`config.mk`:
```
export PLATFORM = sky130hd
export DESIGN_NAME = cbq_mac
export DESIGN_NICKNAME = d
export VERILOG_FILES = /design/src/design/cbq_pkg.sv /design/src/design/cbq_mac.sv
export SDC_FILE = /design/constraint.sdc
export NUM_CORES = 2
export LEC_CHECK = 0
export ABC_CLOCK_PERIOD_IN_PS = 4250
export BUFFER_PORTS_ARGS = -buffer_cell sky130_fd_sc_hd__buf_2
export CAP_MARGIN = 20
export CORE_MARGIN = 3
export CORE_UTILIZATION = 30
export DETAILED_ROUTE_END_ITERATION = 8
export PLACE_DENSITY = 0.56
export RECOVER_POWER = 50
export SLEW_MARGIN = 10
export SYNTH_ARGS = -nofsm -noshare
export SYNTH_HDL_FRONTEND = slang
export SYNTH_SLANG_ARGS = --single-unit
export TNS_END_PERCENT = 5
```
`constraint.sdc`:
```
create_clock -name clk_i -period 4.25 [get_ports clk_i]
set_input_delay 1.0625 -clock clk_i [delete_from_list [all_inputs] [get_ports clk_i]]
set_output_delay 1.0625 -clock clk_i [all_outputs]
set_load 0.05 [all_outputs]
```
`src/design/cbq_pkg.sv`:
```
// ----------------------------------------------------------------------------
// Cascaded biquad package
// Shared widths, operation codes, sequencer states and a helper function.
// ----------------------------------------------------------------------------
package cbq_pkg;

  localparam int COEF_W      = 32;
  localparam int DELAY_W     = 40;
  localparam int HALF_W      = 20;
  localparam int OPND_W      = HALF_W + 1;
  localparam int PROD_W      = COEF_W + OPND_W;
  localparam int FRAC_BITS   = 28;
  localparam int ACC_W       = 76;
  localparam int SHIFT_W     = ACC_W - FRAC_BITS;
  localparam int SECT_CFG_W  = 5;
  localparam int COEF_IDX_W  = 7;
  localparam int OP_W        = 2;
  localparam int SLOTS       = 5;
  localparam int DELAYS      = 2;

  localparam logic signed [SHIFT_W-1:0] DLY_MAX =
    SHIFT_W'((64'd1 << (DELAY_W - 1)) - 64'd1);
  localparam logic signed [SHIFT_W-1:0] DLY_MIN = ~DLY_MAX;

  typedef enum logic [OP_W-1:0] {
    OP_FILTER       = 2'd0,
    OP_CLEAR_FILTER = 2'd1,
    OP_WRITE_COEF   = 2'd2
  } op_e;

  typedef enum logic [4:0] {
    ST_IDLE,
    ST_RD_W1,
    ST_RD_W2,
    ST_A1H,
    ST_A1L,
    ST_A2H,
    ST_A2L,
    ST_W_ACC,
    ST_W_FIN,
    ST_B0H,
    ST_B0L,
    ST_B1H,
    ST_B1L,
    ST_B2H,
    ST_B2L,
    ST_Y_ACC,
    ST_Y_FIN,
    ST_OUT
  } state_e;

  typedef struct packed {
    logic mul_en;
    logic hi_half;
    logic load;
  } mac_ctrl_t;

  typedef struct packed {
    logic signed [DELAY_W-1:0] value;
    logic                      clipped;
  } sat_t;

  function automatic sat_t clip_delay(input logic signed [SHIFT_W-1:0] v);
    sat_t r;
    r.value   = v[DELAY_W-1:0];
    r.clipped = 1'b0;
    if (v > DLY_MAX) begin
      r.value   = DLY_MAX[DELAY_W-1:0];
      r.clipped = 1'b1;
    end else if (v < DLY_MIN) begin
      r.value   = DLY_MIN[DELAY_W-1:0];
      r.clipped = 1'b1;
    end
    return r;
  endfunction

endpackage

```
`src/design/cbq_mac.sv`:
```
// ----------------------------------------------------------------------------
// Cascaded biquad multiply-accumulate unit
// One registered 32x21 signed multiplier feeding a wide accumulator.
// ----------------------------------------------------------------------------
module cbq_mac
  import cbq_pkg::*;
(
  input  logic                     clk_i,
  input  logic                     rst_ni,
  input  mac_ctrl_t                ctrl_i,
  input  logic signed [COEF_W-1:0] coef_i,
  input  logic signed [OPND_W-1:0] opnd_i,
  input  logic signed [ACC_W-1:0]  init_i,
  output logic signed [ACC_W-1:0]  acc_o
);

  logic signed [PROD_W-1:0] prod_d;
  logic signed [PROD_W-1:0] prod_q;
  logic                     prod_valid_q;
  logic                     hi_q;
  logic signed [ACC_W-1:0]  prod_ext;
  logic signed [ACC_W-1:0]  addend;
  logic signed [ACC_W-1:0]  acc_q;

  assign prod_d   = coef_i * opnd_i;
  assign prod_ext = {{(ACC_W - PROD_W){prod_q[PROD_W-1]}}, prod_q};
  assign addend   = hi_q ? (prod_ext <<< HALF_W) : prod_ext;
  assign acc_o    = acc_q;

  always_ff @(posedge clk_i or negedge rst_ni) begin
    if (!rst_ni) begin
      prod_valid_q <= 1'b0;
    end else begin
      prod_valid_q <= ctrl_i.mul_en;
    end
  end

  always_ff @(posedge clk_i) begin
    if (ctrl_i.mul_en) begin
      prod_q <= prod_d;
      hi_q   <= ctrl_i.hi_half;
    end
    if (ctrl_i.load) begin
      acc_q <= init_i;
    end else if (prod_valid_q) begin
      acc_q <= acc_q + addend;
    end
  end

endmodule

```
=== Yosys cells after proc, flatten, opt, wreduce, memory -nomap -nowiden ===
Cells that the tools add are included.

* Multipliers: 1
* Mux-type cells: 3
* $add $sub $neg: 1
* Reductions and logical operators: 1

{| class="wikitable"
|+ Operators by type and width
! cell !! count
|-
| 2-to-1 mux 76 bit || 2
|-
| adder 76 x 73 -> 76 bit || 1
|-
| 2-to-1 mux 72 bit || 1
|-
| multiplier 32 x 21 -> 53 bit || 1
|-
| nonzero test 2 bit || 1
|}

* Input port bits: 134
* Output and inout bits: 76
* Register bits: 131
* Word-level logic and storage cells: 10

=== Longest topological paths before layout ===
* Depth after elaboration: 4
* Gate-level depth with buffers: 27
* Mapped depth without buffers: 25

=== Worst setup path after synthesis ===
No wires, ideal clock.

* Path type: input -> register
* From: input coef_i[31]
* To: register prod_q[51] (data pin)
* Required time: 3.970 ns
* Arrival time: 7.244 ns
* Path slack: -3.274 ns
* Library setup time: 0.280 ns
* Path buffers: 1
* Stages on the path: 25
* Cells stage by stage: clkbuf_1 and2_1 fa_1 inv_1 fa_1 inv_1 fa_1 inv_1 fa_1 inv_1 fa_1 inv_1 fa_1 fa_1 inv_1 ha_1 a21o_1 a21oi_1 o21bai_1 a21o_1 a21oi_1 o21ai_0 or3_1 mux2i_1 a2111oi_0

* Word-level cells in the longest chain between the ends: 1

{| class="wikitable"
|+ RTL lines
! element !! RTL line !! source
|-
| start: declaration || cbq_mac.sv:11 || <nowiki>input logic signed [COEF_W-1:0] coef_i,</nowiki>
|-
| multiplier 32 x 21 -> 53 bit || cbq_mac.sv:25 || <nowiki>assign prod_d = coef_i * opnd_i;</nowiki>
|-
| via prod_d[51] || cbq_mac.sv:17 || <nowiki>logic signed [PROD_W-1:0] prod_d;</nowiki>
|-
| end signal: assignment || cbq_mac.sv:40 || <nowiki>prod_q <= prod_d;</nowiki>
|-
| end: declaration || cbq_mac.sv:18 || <nowiki>logic signed [PROD_W-1:0] prod_q;</nowiki>
|}

The timed path passes the listed nets, and every way through them passes these cells.
A chain may end at the register's enable or synchronous reset.

=== Final worst setup path ===
* From: input coef_i[10]
* To: register prod_q[36] (data pin)

Same word-level chain as after synthesis.

==> metrics.cfg <==
[outcome]
status = finished, violations left
violations = capacitance limit, slew limit, setup timing

[detailed_routing]
drc = 0
first_pass_iters = 5
vias = 26664
drt-initial-drc-count = 1659
viasPerCell = 4.70
detail-route-antenna-nets = 0
wl_um = 104000
wl_per_cell_um = 18.2

[global_route]
grt_max_degree = 81
globalRouteTotalUtil = 0.179
grt_overflow = 0
grt_pass1_vias = 28340
grt_first_pass_wirelength_um = 163000
antenna_found_initial = 2

[die]
die_x_um = 340
ios = 210
initial_utilization = 0.303
rows = 122
die_area_um2 = 116000
core_um2 = 111000
die_h_um = 340

[sta]
final_max_slew_viol_count = 105
setup_viol = 48
relSlewSlack = -1.02
tns_ps = -103520
final_hold_viol_count = 0
post-route-min-period_ps = 6980
max_freq_mhz = 143
whs_ps = 377
fin_crit_sh = 1.64
setup_slack_ps = -2730
tightest_slew_ps = 3030
grt_setup_unrepaired = yes
fin_skew_ps = 8.30

[synth]
ys_warn_count = 0
synthFlopType = edfxtp_1
synthMostInstantiatedCell = inv_1
syn-num-nets = 4752
netlist_top_cells_count = inv_1, fa_1, nand2_1
synthArstFlopShare = 0.00763
netlist_area_um2 = 33600
ys_types = 75
synth_cells = 3741
synth_edf_count = 130
ys_ff_latch = 131
synthTopCellsByArea = fa_1, edfxtp_1, inv_1
syn_avg_cell_area_um2 = 8.97
synth_top_area_share = 0.399
yosysSeqAreaShare = 0.117
yosys.area.top_type = fa_1

[finish]
drive_gt1_frac = 0.186
nNetsFinal = 5183
area_growth_pct = 21.4
fin_util = 0.367

[setup_path]
start_kind = primary input
cp_data_required_time_ps = 4450
crit_fanout = 9
criticalPathCategory = primary input to flop
arrival_ps = 7180
end_kind = flop

[clock_tree]
clk_latency_ps = 450
root_buffer = clkbuf_16
h-tree-depth = 4
numCtsBuffers = 17
cts_buffer_depth = 2
cts_sinks = 131
clk_pin_slew_ps = 60
cts_tree = yes

[placement]
dp_hpwl_um = 89400
gp_congestion = 0.926
io_buffer_count = 209
place_ws_ps = -3720

[worst_hold_path]
hp-class = primary input to async pin

[flow_run]
cap_violations = 2

## worst max-delay path, cell delays in order
cell and delay [ps]:
buf_12 120, and2_4 160, fa_1 490, fa_1 540
inv_2 40, fa_1 470, inv_1 50, fa_1 470
inv_1 50, fa_1 470, inv_1 50, fa_1 450
fa_1 540, ha_4 210, a2111o_1 420, or3_4 360
a32oi_2 240, o2111ai_2 170, a31o_1 230, a2111oi_2 360
a21oi_1 90, xor2_1 150
## cell type report
| cell class | count | area (um2) |
|---|---|---|
| clock buffer | 20 | 437 |
| antenna | 2 | 5.00 |
| clock inverter | 12 | 180 |
| sequential | 131 | 3930 |
| tap | 1488 | 1860 |
| fill | 11421 | 70100 |
| multi-input combinational | 2659 | 26800 |
| inverter | 758 | 2850 |
| timing repair buffer | 605 | 4680 |
## stage by stage
stage | cells | area (um2)
6_report | 5675 | 40700
3_3_place_gp | 5624 | 39000
4_1_cts | 5667 | 40500
3_5_place_dp | 5624 | 39000
2_1_floorplan | 3741 | 33800
5_1_grt | 5674 | 40700
## what timing repair did
| item | CTS | global route |
|---|---|---|
| buffers inserted | 8 | 5 |
| pin swaps | 97 | 29 |
| gates resized for setup | 183 | 62 |
| hold buffers | 0 | 0 |
| setup endpoints to repair | 47 | 61 |
| gates cloned | 3 | 1 |
## cell families after synthesis
family | Yosys count | synth area share
adders and majority gates | 877 | 0.477
DFF | 131 | 0.117
xor gates and xnor gates | 123 | 0.0321
buffers and inverters | 951 | 0.107
and+or+nand+nor | 1110 | 0.158
AOI/OAI and AO/OA | 514 | 0.0970
muxes | 35 | 0.0117
## registers in the layout, indices dropped and copies added (netlist names)
name          cells
prod_q           53
hi_q              1
acc_o            76
prod_valid_q      1
## worst paths after layout
kind                       startpoint            to  slack (ps)  depth (start not counted)
min in group clk_i           acc_o[0]      acc_o[0]         750                          2
max reg2reg                      hi_q     acc_o[72]         160                         13
max in group asynchronous      rst_ni  prod_valid_q        3790                          1
min reg2reg                  acc_o[0]      acc_o[0]         750                          2
max                        coef_i[10]    prod_q[36]       -2730                         22
min                            rst_ni  prod_valid_q         380                          1
## layout by cell type (no fill, tap or decap), types with 22 or more instances in the layout
cell / instances
nand4_1: 32
a21oi_2: 22
nand3_1: 23
buf_2: 118
edfxtp_1: 130
a21o_1: 63
ha_1: 188
fa_2: 23
fa_1: 646
inv_1: 746
a21oi_1: 136
xor2_1: 46
xnor2_1: 72
nor2_1: 85
and2_1: 269
nand2_1: 567
buf_12: 30
o21ai_0: 110
o21ai_1: 22
buf_4: 364
o21bai_1: 28
clkbuf_1: 56
nor2b_1: 30
mux2_2: 33
## layer usage
layer,share of wire,up-vias,global-route usage,wire [um]
li1,-,12441,-,-
met1,0.47,13452,0.256,48300
met3,0.054,77,0.0219,5590
met2,0.47,694,0.297,48300
met5,0,-,0,0
met4,0.013,0,0.0279,1320
Power is not shown: default switching activity piles up to over one toggle a cycle in this logic, so the estimate is an artifact.
